### src/design/lfrt_pkg.sv
`timescale 1ns / 1ps
// ----------------------------------------------------------------------------
// lfrt_pkg
// Types, codes and widths shared by the link failure recovery tracker.
// ----------------------------------------------------------------------------
package lfrt_pkg;

  localparam int MAX_QUEUES_DEF = 16;
  localparam int GEN_BITS_DEF   = 32;

  localparam int REQ_W       = 3;
  localparam int IDX_W       = 8;
  localparam int WORD_W      = 32;
  localparam int BYTES_W     = 48;
  localparam int QCNT_W      = 5;
  localparam int CMP_W       = 9;
  localparam int IN_TDATA_W  = 48;
  localparam int OUT_TDATA_W = 120;
  localparam int OUT_PAD_W   = OUT_TDATA_W - (1 + 2 + BYTES_W + WORD_W + WORD_W);

  typedef enum logic [REQ_W-1:0] {
    REQ_ACTIVATE = 3'd0,
    REQ_CLOSE    = 3'd1,
    REQ_FAIL     = 3'd2,
    REQ_CLEANUP  = 3'd3,
    REQ_POLL     = 3'd4,
    REQ_ADD      = 3'd5,
    REQ_REMOVE   = 3'd6,
    REQ_TICK     = 3'd7
  } req_type_t;

  typedef enum logic [1:0] {
    MODE_UNINIT = 2'd0,
    MODE_ACTIVE = 2'd1,
    MODE_FAILED = 2'd2,
    MODE_CLOSED = 2'd3
  } mode_t;

  typedef enum logic {
    CFG_QUEUE_COUNT = 1'b0,
    CFG_COOLDOWN    = 1'b1
  } cfg_reg_t;

  typedef struct packed {
    logic capture;
    logic exec;
    logic rd;
    logic cnt_clr;
    logic cnt_inc;
    logic recover;
    logic load;
  } cmd_t;

  typedef struct packed {
    logic scan_go;
    logic match;
    logic last;
  } stat_t;

endpackage

### src/design/lfrt_ctrl.sv
`timescale 1ns / 1ps
// ----------------------------------------------------------------------------
// lfrt_ctrl
// Event sequencer: capture, execute, queue stamp scan and result transfer.
// ----------------------------------------------------------------------------
module lfrt_ctrl (
  input  logic            clk,
  input  logic            rst_n,
  input  logic            in_tvalid,
  output logic            in_tready,
  output logic            out_tvalid,
  input  logic            out_tready,
  input  lfrt_pkg::stat_t stat,
  output lfrt_pkg::cmd_t  cmd
);

  typedef enum logic [4:0] {
    S_IDLE = 5'b00001,
    S_EXEC = 5'b00010,
    S_READ = 5'b00100,
    S_CMP  = 5'b01000,
    S_HOLD = 5'b10000
  } state_t;

  state_t state_r, state_nxt;
  logic   out_vld_r, out_vld_nxt;
  logic   slot_free;

  assign slot_free  = !out_vld_r || out_tready;
  assign out_tvalid = out_vld_r;

  always_comb begin
    state_nxt = state_r;
    cmd       = '0;
    in_tready = 1'b0;
    unique case (state_r)
      S_IDLE: begin
        in_tready = 1'b1;
        if (in_tvalid) begin
          cmd.capture = 1'b1;
          state_nxt   = S_EXEC;
        end
      end
      S_EXEC: begin
        cmd.exec = 1'b1;
        if (stat.scan_go) begin
          cmd.cnt_clr = 1'b1;
          state_nxt   = S_READ;
        end else if (slot_free) begin
          cmd.load  = 1'b1;
          state_nxt = S_IDLE;
        end else begin
          state_nxt = S_HOLD;
        end
      end
      S_READ: begin
        cmd.rd    = 1'b1;
        state_nxt = S_CMP;
      end
      S_CMP: begin
        if (stat.match && !stat.last) begin
          cmd.cnt_inc = 1'b1;
          state_nxt   = S_READ;
        end else begin
          cmd.recover = stat.match;
          if (slot_free) begin
            cmd.load  = 1'b1;
            state_nxt = S_IDLE;
          end else begin
            state_nxt = S_HOLD;
          end
        end
      end
      S_HOLD: begin
        if (slot_free) begin
          cmd.load  = 1'b1;
          state_nxt = S_IDLE;
        end
      end
      default: state_nxt = S_IDLE;
    endcase
  end

  always_comb begin
    if (cmd.load) begin
      out_vld_nxt = 1'b1;
    end else if (out_tready) begin
      out_vld_nxt = 1'b0;
    end else begin
      out_vld_nxt = out_vld_r;
    end
  end

  always_ff @(posedge clk) begin
    if (!rst_n) begin
      state_r   <= S_IDLE;
      out_vld_r <= 1'b0;
    end else begin
      state_r   <= state_nxt;
      out_vld_r <= out_vld_nxt;
    end
  end

endmodule

### src/design/lfrt_dpath.sv
`timescale 1ns / 1ps
// ----------------------------------------------------------------------------
// lfrt_dpath
// Link state, counters, queue stamp memory and result register.
// ----------------------------------------------------------------------------
module lfrt_dpath #(
  parameter int MAX_QUEUES = lfrt_pkg::MAX_QUEUES_DEF,
  parameter int GEN_BITS   = lfrt_pkg::GEN_BITS_DEF
) (
  input  logic                               clk,
  input  logic                               rst_n,
  input  lfrt_pkg::cmd_t                     cmd,
  input  logic [lfrt_pkg::IN_TDATA_W-1:0]    in_tdata,
  input  logic                               cfg_we,
  input  logic                               cfg_index,
  input  logic [lfrt_pkg::WORD_W-1:0]        cfg_data,
  output lfrt_pkg::stat_t                    stat,
  output logic [lfrt_pkg::OUT_TDATA_W-1:0]   out_data
);

  localparam int AW = (MAX_QUEUES > 1) ? $clog2(MAX_QUEUES) : 1;

  // captured event
  lfrt_pkg::req_type_t               req_r;
  logic [lfrt_pkg::IDX_W-1:0]        idx_r;
  logic [lfrt_pkg::WORD_W-1:0]       bc_r;

  // configuration
  logic [lfrt_pkg::QCNT_W-1:0]       qcnt_r;
  logic [lfrt_pkg::WORD_W-1:0]       cool_r;

  // link state
  lfrt_pkg::mode_t                   mode_r, mode_nxt;
  logic                              clean_r, clean_nxt;
  logic [GEN_BITS-1:0]               gen_r, gen_nxt, gen_inc;
  logic [lfrt_pkg::BYTES_W-1:0]      bytes_r, bytes_nxt;
  logic [lfrt_pkg::WORD_W-1:0]       reqs_r, reqs_nxt;
  logic [lfrt_pkg::WORD_W-1:0]       recov_r, recov_nxt;
  logic [lfrt_pkg::WORD_W-1:0]       ticks_r, ticks_nxt;
  logic                              seen_r, seen_nxt;
  logic                              res_r, res_nxt;
  logic                              vld_clr;

  // queue stamps
  logic [GEN_BITS-1:0]               stamp_mem [MAX_QUEUES];
  logic [MAX_QUEUES-1:0]             qvld_r;
  logic [GEN_BITS-1:0]               rd_gen_r;
  logic                              rd_vld_r;
  logic [AW-1:0]                     cnt_r;

  logic [lfrt_pkg::CMP_W-1:0]        used_q;
  logic [lfrt_pkg::BYTES_W:0]        bsum;
  logic [lfrt_pkg::BYTES_W-1:0]      bc_ext;
  logic                              poll_ok;
  logic [lfrt_pkg::OUT_PAD_W-1:0]    pad;

  assign pad     = '0;
  assign bc_ext  = lfrt_pkg::BYTES_W'(bc_r);
  assign bsum    = {1'b0, bytes_r} + {1'b0, bc_ext};
  assign gen_inc = gen_r + GEN_BITS'(1);

  assign used_q = (lfrt_pkg::CMP_W'(qcnt_r) > lfrt_pkg::CMP_W'(MAX_QUEUES)) ?
                  lfrt_pkg::CMP_W'(MAX_QUEUES) : lfrt_pkg::CMP_W'(qcnt_r);

  assign poll_ok = (req_r == lfrt_pkg::REQ_POLL) && (mode_r == lfrt_pkg::MODE_FAILED) &&
                   clean_r && (lfrt_pkg::CMP_W'(idx_r) < used_q);

  assign stat.scan_go = poll_ok && (reqs_r == '0) && seen_r && (ticks_r >= cool_r);
  assign stat.match   = ((rd_vld_r ? rd_gen_r : '0) == gen_r);
  assign stat.last    = ((lfrt_pkg::CMP_W'(cnt_r) + lfrt_pkg::CMP_W'(1)) == used_q);

  always_comb begin
    mode_nxt  = mode_r;
    clean_nxt = clean_r;
    gen_nxt   = gen_r;
    bytes_nxt = bytes_r;
    reqs_nxt  = reqs_r;
    recov_nxt = recov_r;
    ticks_nxt = ticks_r;
    seen_nxt  = seen_r;
    res_nxt   = res_r;
    vld_clr   = 1'b0;
    if (cmd.exec) begin
      res_nxt = 1'b0;
      unique case (req_r)
        lfrt_pkg::REQ_ACTIVATE: begin
          if ((mode_r == lfrt_pkg::MODE_UNINIT) && (qcnt_r != '0)) begin
            vld_clr   = 1'b1;
            clean_nxt = 1'b0;
            mode_nxt  = lfrt_pkg::MODE_ACTIVE;
          end
        end
        lfrt_pkg::REQ_CLOSE: mode_nxt = lfrt_pkg::MODE_CLOSED;
        lfrt_pkg::REQ_FAIL: begin
          if ((mode_r == lfrt_pkg::MODE_ACTIVE) || (mode_r == lfrt_pkg::MODE_FAILED)) begin
            if (mode_r == lfrt_pkg::MODE_ACTIVE) begin
              mode_nxt  = lfrt_pkg::MODE_FAILED;
              clean_nxt = 1'b0;
              res_nxt   = 1'b1;
            end
            gen_nxt   = (gen_inc == '0) ? GEN_BITS'(1) : gen_inc;
            ticks_nxt = '0;
            seen_nxt  = 1'b1;
          end
        end
        lfrt_pkg::REQ_CLEANUP: begin
          if (mode_r == lfrt_pkg::MODE_FAILED) begin
            clean_nxt = 1'b1;
          end
        end
        lfrt_pkg::REQ_POLL: res_nxt = 1'b0;
        lfrt_pkg::REQ_ADD: begin
          bytes_nxt = bsum[lfrt_pkg::BYTES_W] ? '1 : bsum[lfrt_pkg::BYTES_W-1:0];
          if (reqs_r != '1) begin
            reqs_nxt = reqs_r + lfrt_pkg::WORD_W'(1);
          end
        end
        lfrt_pkg::REQ_REMOVE: begin
          bytes_nxt = (bytes_r >= bc_ext) ? (bytes_r - bc_ext) : '0;
          if (reqs_r != '0) begin
            reqs_nxt = reqs_r - lfrt_pkg::WORD_W'(1);
          end
        end
        lfrt_pkg::REQ_TICK: begin
          if (ticks_r != '1) begin
            ticks_nxt = ticks_r + lfrt_pkg::WORD_W'(1);
          end
        end
        default: res_nxt = 1'b0;
      endcase
    end
    if (cmd.recover) begin
      mode_nxt  = lfrt_pkg::MODE_ACTIVE;
      clean_nxt = 1'b0;
      recov_nxt = recov_r + lfrt_pkg::WORD_W'(1);
      res_nxt   = 1'b1;
    end
  end

  always_ff @(posedge clk) begin
    if (cmd.capture) begin
      req_r <= lfrt_pkg::req_type_t'(in_tdata[lfrt_pkg::REQ_W-1:0]);
      idx_r <= in_tdata[lfrt_pkg::REQ_W +: lfrt_pkg::IDX_W];
      bc_r  <= in_tdata[lfrt_pkg::REQ_W + lfrt_pkg::IDX_W +: lfrt_pkg::WORD_W];
    end
  end

  always_ff @(posedge clk) begin
    if (!rst_n) begin
      qcnt_r <= lfrt_pkg::QCNT_W'(1);
      cool_r <= '0;
    end else if (cfg_we) begin
      unique case (lfrt_pkg::cfg_reg_t'(cfg_index))
        lfrt_pkg::CFG_QUEUE_COUNT: qcnt_r <= cfg_data[lfrt_pkg::QCNT_W-1:0];
        lfrt_pkg::CFG_COOLDOWN:    cool_r <= cfg_data;
      endcase
    end
  end

  always_ff @(posedge clk) begin
    if (!rst_n) begin
      mode_r  <= lfrt_pkg::MODE_UNINIT;
      clean_r <= 1'b0;
      gen_r   <= '0;
      bytes_r <= '0;
      reqs_r  <= '0;
      recov_r <= '0;
      ticks_r <= '0;
      seen_r  <= 1'b0;
      res_r   <= 1'b0;
    end else begin
      mode_r  <= mode_nxt;
      clean_r <= clean_nxt;
      gen_r   <= gen_nxt;
      bytes_r <= bytes_nxt;
      reqs_r  <= reqs_nxt;
      recov_r <= recov_nxt;
      ticks_r <= ticks_nxt;
      seen_r  <= seen_nxt;
      res_r   <= res_nxt;
    end
  end

  // stamp memory: one write port, one registered read port
  always_ff @(posedge clk) begin
    if (cmd.exec && poll_ok) begin
      stamp_mem[idx_r[AW-1:0]] <= gen_r;
    end
    if (cmd.rd) begin
      rd_gen_r <= stamp_mem[cnt_r];
    end
  end

  always_ff @(posedge clk) begin
    if (!rst_n) begin
      qvld_r   <= '0;
      rd_vld_r <= 1'b0;
      cnt_r    <= '0;
    end else begin
      if (vld_clr) begin
        qvld_r <= '0;
      end else if (cmd.exec && poll_ok) begin
        qvld_r[idx_r[AW-1:0]] <= 1'b1;
      end
      if (cmd.rd) begin
        rd_vld_r <= qvld_r[cnt_r];
      end
      if (cmd.cnt_clr) begin
        cnt_r <= '0;
      end else if (cmd.cnt_inc) begin
        cnt_r <= cnt_r + AW'(1);
      end
    end
  end

  always_ff @(posedge clk) begin
    if (cmd.load) begin
      out_data <= {pad, recov_nxt, reqs_nxt, bytes_nxt, mode_nxt, res_nxt};
    end
  end

endmodule

### src/design/link_failure_recovery_tracker.sv
`timescale 1ns / 1ps
// ----------------------------------------------------------------------------
// link_failure_recovery_tracker
// Link health and recovery tracker for a multi-queue transfer link.
// ----------------------------------------------------------------------------
// Input channel in_*: one event per transfer (type, queue index, byte count).
// Output channel out_*: exactly one result per event, in event order.
// Configuration channel cfg_*: always ready; write only while the block idles.
// Sequence: an input transfer is captured, the event is executed, and the result
// is then loaded in the output register. A poll success that passes the counter
// and cooldown checks also scans the stamp memory, one queue at a time (a read
// state, then a compare state) through the single registered read port of that
// memory, stopping at the first mismatch or at the last queue.
// Throughput: one event at a time; the next input transfer is taken in the
// cycle after the result is loaded, while that result still waits on out_*.
// Stall: with out_tready low the finished result holds in the output register;
// one further event is taken and processed, and its result waits until the
// register is free before another event is accepted.
// Reset (rst_n low, synchronous): link uninitialised, all counters and stamp
// valid flags cleared, queue count 1, cooldown 0; no clearing pass is needed.
// ----------------------------------------------------------------------------
module link_failure_recovery_tracker #(
  parameter int MAX_QUEUES = lfrt_pkg::MAX_QUEUES_DEF,
  parameter int GEN_BITS   = lfrt_pkg::GEN_BITS_DEF
) (
  input  logic                             clk,
  input  logic                             rst_n,
  input  logic                             in_tvalid,
  output logic                             in_tready,
  // req_type[2:0], queue_index[10:3], byte_count[42:11], zero fill
  input  logic [lfrt_pkg::IN_TDATA_W-1:0]  in_tdata,
  output logic                             out_tvalid,
  input  logic                             out_tready,
  // event_result[0], life_state[2:1], inflight_total[50:3],
  // outstanding_requests[82:51], recoveries[114:83], zero fill
  output logic [lfrt_pkg::OUT_TDATA_W-1:0] out_tdata,
  input  logic                             cfg_valid,
  output logic                             cfg_ready,
  input  logic                             cfg_index,
  input  logic [lfrt_pkg::WORD_W-1:0]      cfg_data
);

  lfrt_pkg::cmd_t  cmd;
  lfrt_pkg::stat_t stat;

  assign cfg_ready = 1'b1;

  lfrt_ctrl u_ctrl (
    .clk        (clk),
    .rst_n      (rst_n),
    .in_tvalid  (in_tvalid),
    .in_tready  (in_tready),
    .out_tvalid (out_tvalid),
    .out_tready (out_tready),
    .stat       (stat),
    .cmd        (cmd)
  );

  lfrt_dpath #(
    .MAX_QUEUES (MAX_QUEUES),
    .GEN_BITS   (GEN_BITS)
  ) u_dpath (
    .clk       (clk),
    .rst_n     (rst_n),
    .cmd       (cmd),
    .in_tdata  (in_tdata),
    .cfg_we    (cfg_valid),
    .cfg_index (cfg_index),
    .cfg_data  (cfg_data),
    .stat      (stat),
    .out_data  (out_tdata)
  );

endmodule

### config.mk
export PLATFORM = sky130hd
export DESIGN_NAME = link_failure_recovery_tracker
export DESIGN_NICKNAME = d
export VERILOG_FILES = /design/src/design/lfrt_pkg.sv /design/src/design/lfrt_ctrl.sv /design/src/design/lfrt_dpath.sv /design/src/design/link_failure_recovery_tracker.sv
export SDC_FILE = /design/constraint.sdc
export NUM_CORES = 2
export LEC_CHECK = 0
export BUFFER_PORTS_ARGS = -buffer_cell sky130_fd_sc_hd__buf_2
export CAP_MARGIN = 20
export CORE_MARGIN = 2
export CORE_UTILIZATION = 49
export DETAILED_ROUTE_END_ITERATION = 8
export GPL_TIMING_DRIVEN = 0
export PLACE_DENSITY = 0.76
export SLEW_MARGIN = 20
export SYNTH_ARGS = -nofsm -noshare
export SYNTH_HDL_FRONTEND = slang
export SYNTH_HIERARCHICAL = 1
export SYNTH_SLANG_ARGS = --single-unit
### constraint.sdc
create_clock -name clk -period 10.5 [get_ports clk]
set_clock_uncertainty 0.15 [all_clocks]
set_input_delay 2.1 -clock clk [delete_from_list [all_inputs] [get_ports clk]]
set_output_delay 2.1 -clock clk [all_outputs]
set_load 0.005 [all_outputs]
==> tab_implementation.tex <==
\begin{tabular}{lr}
\hline
Metric & Value \\
\hline
\multicolumn{2}{l}{\textbf{Floorplan}} \\
\quad Height of the die & 303 um \\
\quad Starting density of the core & 49.6\% \\
\quad Core Region & 0.0886 sq mm \\
\quad I/O pins & 209 \\
\quad Die Area & 0.0921 sq mm \\
\quad Die width & 303 um \\
\quad Count of standard-cell rows & 109 \\
\multicolumn{2}{l}{\textbf{Routing}} \\
\quad DRT antenna net count & 0 \\
\quad Detailed-route vias per instance & 6.31 \\
\quad Overall via count from detail\_route & 32000 \\
\quad Total iterations of the first detailed-routing run & 6 \\
\quad Routed Wire Length & 126000 um \\
\quad Total DRC errors in the routed layout & 0 \\
\quad Per-cell routed wire length & 24.8 um \\
\quad Iter 0 DRT Violations & 3884 \\
\multicolumn{2}{l}{\textbf{Clock network}} \\
\quad Setup Buffers After CTS & 0 \\
\quad Hold\_buf cts & 0 \\
\quad Cell at the root of the clock tree & sky130\_fd\_sc\_hd\_\_clkbuf\_16 \\
\quad Clock net sink count & 947 \\
\quad Clock latency of the later-clocked register in the worst-skew pair & 700 ps \\
\quad Resize count post-CTS & 0 \\
\quad Total clock buffers created by CTS & 96 \\
\quad CTS tree & done \\
\quad Max H-tree Level & 3 \\
\quad Largest buffer count on any clock path & 3 \\
\quad Clock slew seen by the registers of the worst setup and hold paths & 60 ps \\
\multicolumn{2}{l}{\textbf{Setup path}} \\
\quad Worst flop-to-flop path endpoint & u\_dpath/recov\_r[30] \\
\quad Worst-path cell chain & clkbuf\_1 -> clkbuf\_1 -> clkbuf\_1 -> nand3\_1 -> xnor2\_1 -> nand2\_1 -> a211oi\_1 -> inv\_1 -> nor2\_1 -> clkbuf\_1 -> nand4\_1 -> nor4b\_1 -> and3\_1 -> and4\_1 -> inv\_1 -> nor2\_1 -> nand3\_1 -> xnor2\_1 -> and2\_1 \\
\quad Standard cell with the maximum stage delay on the critical path & sky130\_fd\_sc\_hd\_\_nor4b\_1 \\
\quad Internal reg-to-reg setup slack & 3670 ps \\
\quad CP most frequent cell & sky130\_fd\_sc\_hd\_\_clkbuf\_1 \\
\quad Buffers \& Inverters on Critical Path & 6 \\
\quad Reg2Reg Depth & 19 \\
\quad FF-to-FF Start & u\_dpath/cnt\_r[1] \\
\quad Data arrival time of the worst path & 7250 ps \\
\quad Peak fanout along the critical path & 10 \\
\quad Critical path launch point type & register \\
\quad Critical path required time & 10920 ps \\
\quad Delay of the slowest cell on the worst path & 840 ps \\
\quad Top Family by Delay on Critical Path & buffers and inverters \\
\quad Category of the critical setup timing path & reg -> reg \\
\quad Endpoint type of the worst setup path & register \\
\multicolumn{2}{l}{\textbf{Layout}} \\
\quad Post-Layout Cell Count & 5067 \\
\quad Number of filler cells placed in the layout & 6977 \\
\quad Fraction of layout instances using a drive strength above 1 & 16.4\% \\
\quad Area of all placed cells without fillers & 0.0505 sq mm \\
\quad Core occupancy in the finished layout & 57.0\% \\
\quad Number of antenna diodes & 0 \\
\quad Synth-to-Final Area Change & 15.0\% \\
\quad Total number of nets in the final design & 4019 \\
\multicolumn{2}{l}{\textbf{Place}} \\
\quad Dpl ws & 3880 ps \\
\quad DP Cell Count & 4886 \\
\quad Dpl hpwl & 87000 um \\
\quad Total of buffers placed on input and output ports & 197 \\
\quad Total placed instance area & 0.0471 sq mm \\
\quad Final weighted congestion in routability-driven placement & 0.997 \\
\multicolumn{2}{l}{\textbf{Global route}} \\
\quad Antenna violations before repair & 2 \\
\quad Global-route wire length before repair & 186000 um \\
\quad Sum of overflow across all layers after global routing & 0 \\
\quad Via count of the first global-routing pass & 30100 \\
\quad Overall track demand over capacity in global routing & 26.8\% \\
\quad Maximum number of pins on one net before global-route repair & 91 \\
\multicolumn{2}{l}{\textbf{STA}} \\
\quad Smallest hold slack & 306 ps \\
\quad Highest clock frequency the design can meet & 0.146 GHz \\
\quad Setup repair after global routing missed its margin & false \\
\quad Max-slew violation total from the final report & 0 \\
\quad Setup ws final & 3670 ps \\
\quad Worst relative slew slack & 16.8\% \\
\quad Minimum clock period & 6830 ps \\
\quad Final setup fails & 0 \\
\quad Period utilization & 65.1\% \\
\quad Setup Total Neg Slack & 0 ps \\
\quad Total count of hold-check failures in the final report & 0 \\
\quad Worst-Margin Slew & 1250 ps \\
\multicolumn{2}{l}{\textbf{Logic synthesis}} \\
\quad Flip-flop cell with the highest count after synthesis & sky130\_fd\_sc\_hd\_\_edfxtp\_1 \\
\quad Total of flip-flops plus latches after synthesis & 947 \\
\quad Number of synthesized flops with an enable pin & 702 \\
\quad Number of standard cells after synthesis & 3484 \\
\quad Seq/Total Area, Yosys & 59.1\% \\
\quad Distinct cells, synth & 90 \\
\quad Netlist area before placement & 0.0439 sq mm \\
\quad Number of warnings printed during yosys synthesis & 6 \\
\quad Fraction of registers with async set/reset & 0\% \\
\quad Post-synthesis average cell area & 12.6 sq um \\
\multicolumn{2}{l}{\textbf{Min path}} \\
\quad Worst hold path stage count & 2 \\
\quad Hold wc startpoint & u\_dpath/cool\_r[1] \\
\quad Min-Delay Path Class & reg -> reg \\
\quad Min-Delay Endpoint & u\_dpath/cool\_r[1] \\
\multicolumn{2}{l}{\textbf{Power}} \\
\quad Total power divided by cell area & 157 mW/mm\^{}2 \\
\quad Static power due to leakage & 17.7 nW \\
\quad Total power after layout & 7.94 mW \\
\quad Largest voltage drop on the vdd net & 0.000164 V \\
\multicolumn{2}{l}{\textbf{Job}} \\
\quad Max-cap viol count & 0 \\
\multicolumn{2}{l}{\textbf{Status}} \\
\quad Status & completed \\
\hline
\end{tabular}
-- cell type report --
type,instances,area (sq um),area share (%)
Sequential cell,947,26000,51.4
Multi-Input combinational cell,2197,16700,33.2
Tap cell,1165,1460,2.89
Timing Repair Buffer,234,1570,3.11
Clock buffer,124,2680,5.31
Buffer,213,873,1.73
Inverter,131,492,0.973
Clock inverter,56,707,1.40
-- cell usage after synthesis (17+ instances only) --
| cell type | n | area (sq um) |
|---|---|---|
| sky130_fd_sc_hd__ha_1 | 111 | 1390 |
| sky130_fd_sc_hd__a221oi_1 | 25 | 219 |
| sky130_fd_sc_hd__or3_1 | 28 | 175 |
| sky130_fd_sc_hd__nand2_1 | 269 | 1010 |
| sky130_fd_sc_hd__nor4_1 | 26 | 163 |
| sky130_fd_sc_hd__xor2_1 | 61 | 534 |
| sky130_fd_sc_hd__a31oi_1 | 34 | 213 |
| sky130_fd_sc_hd__a22oi_1 | 17 | 128 |
| sky130_fd_sc_hd__xnor2_1 | 91 | 797 |
| sky130_fd_sc_hd__a22o_1 | 53 | 464 |
| sky130_fd_sc_hd__o211ai_1 | 31 | 233 |
| sky130_fd_sc_hd__and3_1 | 37 | 231 |
| sky130_fd_sc_hd__nand4_1 | 56 | 350 |
| sky130_fd_sc_hd__nand3_1 | 101 | 505 |
| sky130_fd_sc_hd__nor3_1 | 69 | 345 |
| sky130_fd_sc_hd__o31ai_1 | 27 | 203 |
| sky130_fd_sc_hd__a21o_1 | 28 | 210 |
| sky130_fd_sc_hd__inv_1 | 130 | 488 |
| sky130_fd_sc_hd__nor2_1 | 227 | 852 |
| sky130_fd_sc_hd__nor2b_1 | 27 | 169 |
| sky130_fd_sc_hd__clkbuf_1 | 167 | 627 |
| sky130_fd_sc_hd__buf_1 | 28 | 105 |
| sky130_fd_sc_hd__edfxtp_1 | 702 | 21100 |
| sky130_fd_sc_hd__nand2b_1 | 23 | 144 |
| sky130_fd_sc_hd__o21ai_0 | 147 | 736 |
| sky130_fd_sc_hd__a21oi_1 | 157 | 786 |
| sky130_fd_sc_hd__and2_1 | 91 | 569 |
| sky130_fd_sc_hd__and4_1 | 20 | 175 |
| sky130_fd_sc_hd__mux4_2 | 165 | 3720 |
| sky130_fd_sc_hd__o21ai_1 | 18 | 90.1 |
| sky130_fd_sc_hd__dfxtp_1 | 245 | 4900 |
-- sequential cells by signal, summed over array words and instances, names as in the netlist, 3 cells and up --
| register | flops |
|---|---|
| u_dpath/rd_gen_r | 32 |
| u_dpath/ticks_r | 32 |
| u_dpath/bc_r | 32 |
| u_dpath/gen_r | 32 |
| u_dpath/out_data | 115 |
| u_dpath/cnt_r | 4 |
| u_dpath/recov_r | 32 |
| u_dpath/reqs_r | 32 |
| u_dpath/cool_r | 32 |
| u_dpath/bytes_r | 48 |
| u_dpath/qcnt_r | 5 |
| u_dpath/idx_r | 8 |
| u_dpath/stamp_mem | 512 |
| u_dpath/req_r | 3 |
| u_dpath/qvld_r | 16 |
| u_ctrl/state_r | 5 |
-- layer usage --
layer / GRT usage, % / up-vias / share of wire [%]
met4: 8.79 / 2 / 3.4
li1: - / 13900 / -
met1: 37.4 / 15900 / 40
met2: 42.9 / 1853 / 47
met3: 4.39 / 285 / 9.6
met5: 0 / - / 0.010
-- worst max path at each step --
stage / slack [ps] / endpoint / depth (start not counted) / start
3_3_place_gp: 2750 / u_dpath/stamp_mem[0][12] / 8 / u_ctrl/state_r[3]
5_1_grt: 3390 / u_dpath/recov_r[30] / 18 / u_dpath/gen_r[17]
2_1_floorplan: 5400 / u_dpath/stamp_mem[0][0] / 10 / u_dpath/idx_r[0]
3_5_place_dp: 3880 / u_dpath/recov_r[30] / 19 / u_dpath/cnt_r[1]
4_1_cts: 3790 / u_dpath/recov_r[30] / 19 / u_dpath/cnt_r[1]
6_report: 3670 / u_dpath/recov_r[30] / 19 / u_dpath/cnt_r[1]
-- tightest hold or removal path, stage by stage (launching register included) --
cell	delay, ps
sky130_fd_sc_hd__dfxtp_1	310
sky130_fd_sc_hd__nand2_1	50
sky130_fd_sc_hd__a21oi_1	50
-- logic make-up after synthesis --
group	synth area share, %
DFF	59.1
adders and majority gates	3.25
buffers and inverters	3.07
AOI/OAI and AO/OA	10.8
other	0.0171
muxes	8.83
and+or+nand+nor	11.9
xor gates and xnor gates	3.03
-- where the power goes --
| group | switching, mW | internal [mW] | leakage, nW |
|---|---|---|---|
| registers | 0.0212 | 4.00 | 8.40 |
| clock network | 1.49 | 2.16 | 1.67 |
| logic | 0.189 | 0.0816 | 7.59 |
| total | 1.70 | 6.24 | 17.7 |
-- cell usage in the layout, fill, tap and decap left out, drive strengths merged, types with 31 or more instances in the layout --
| cell | netlist | routed |
|---|---|---|
| nand2 | 270 | 270 |
| mux4 | 165 | 165 |
| clkbuf | 167 | 297 |
| a31oi | 34 | 34 |
| clkinv | 0 | 31 |
| edfxtp | 702 | 702 |
| and3 | 37 | 37 |
| inv | 131 | 140 |
| dfxtp | 245 | 245 |
| xor2 | 61 | 61 |
| ha | 111 | 111 |
| nand4 | 56 | 56 |
| nor2 | 229 | 229 |
| buf | 46 | 274 |
| a21oi | 158 | 158 |
| nor3 | 70 | 70 |
| o21ai | 165 | 165 |
| xnor2 | 91 | 91 |
| and2 | 91 | 91 |
| nand3 | 101 | 101 |
| o211ai | 31 | 31 |
| a22o | 53 | 53 |
Power figures use the tool's default switching activity.
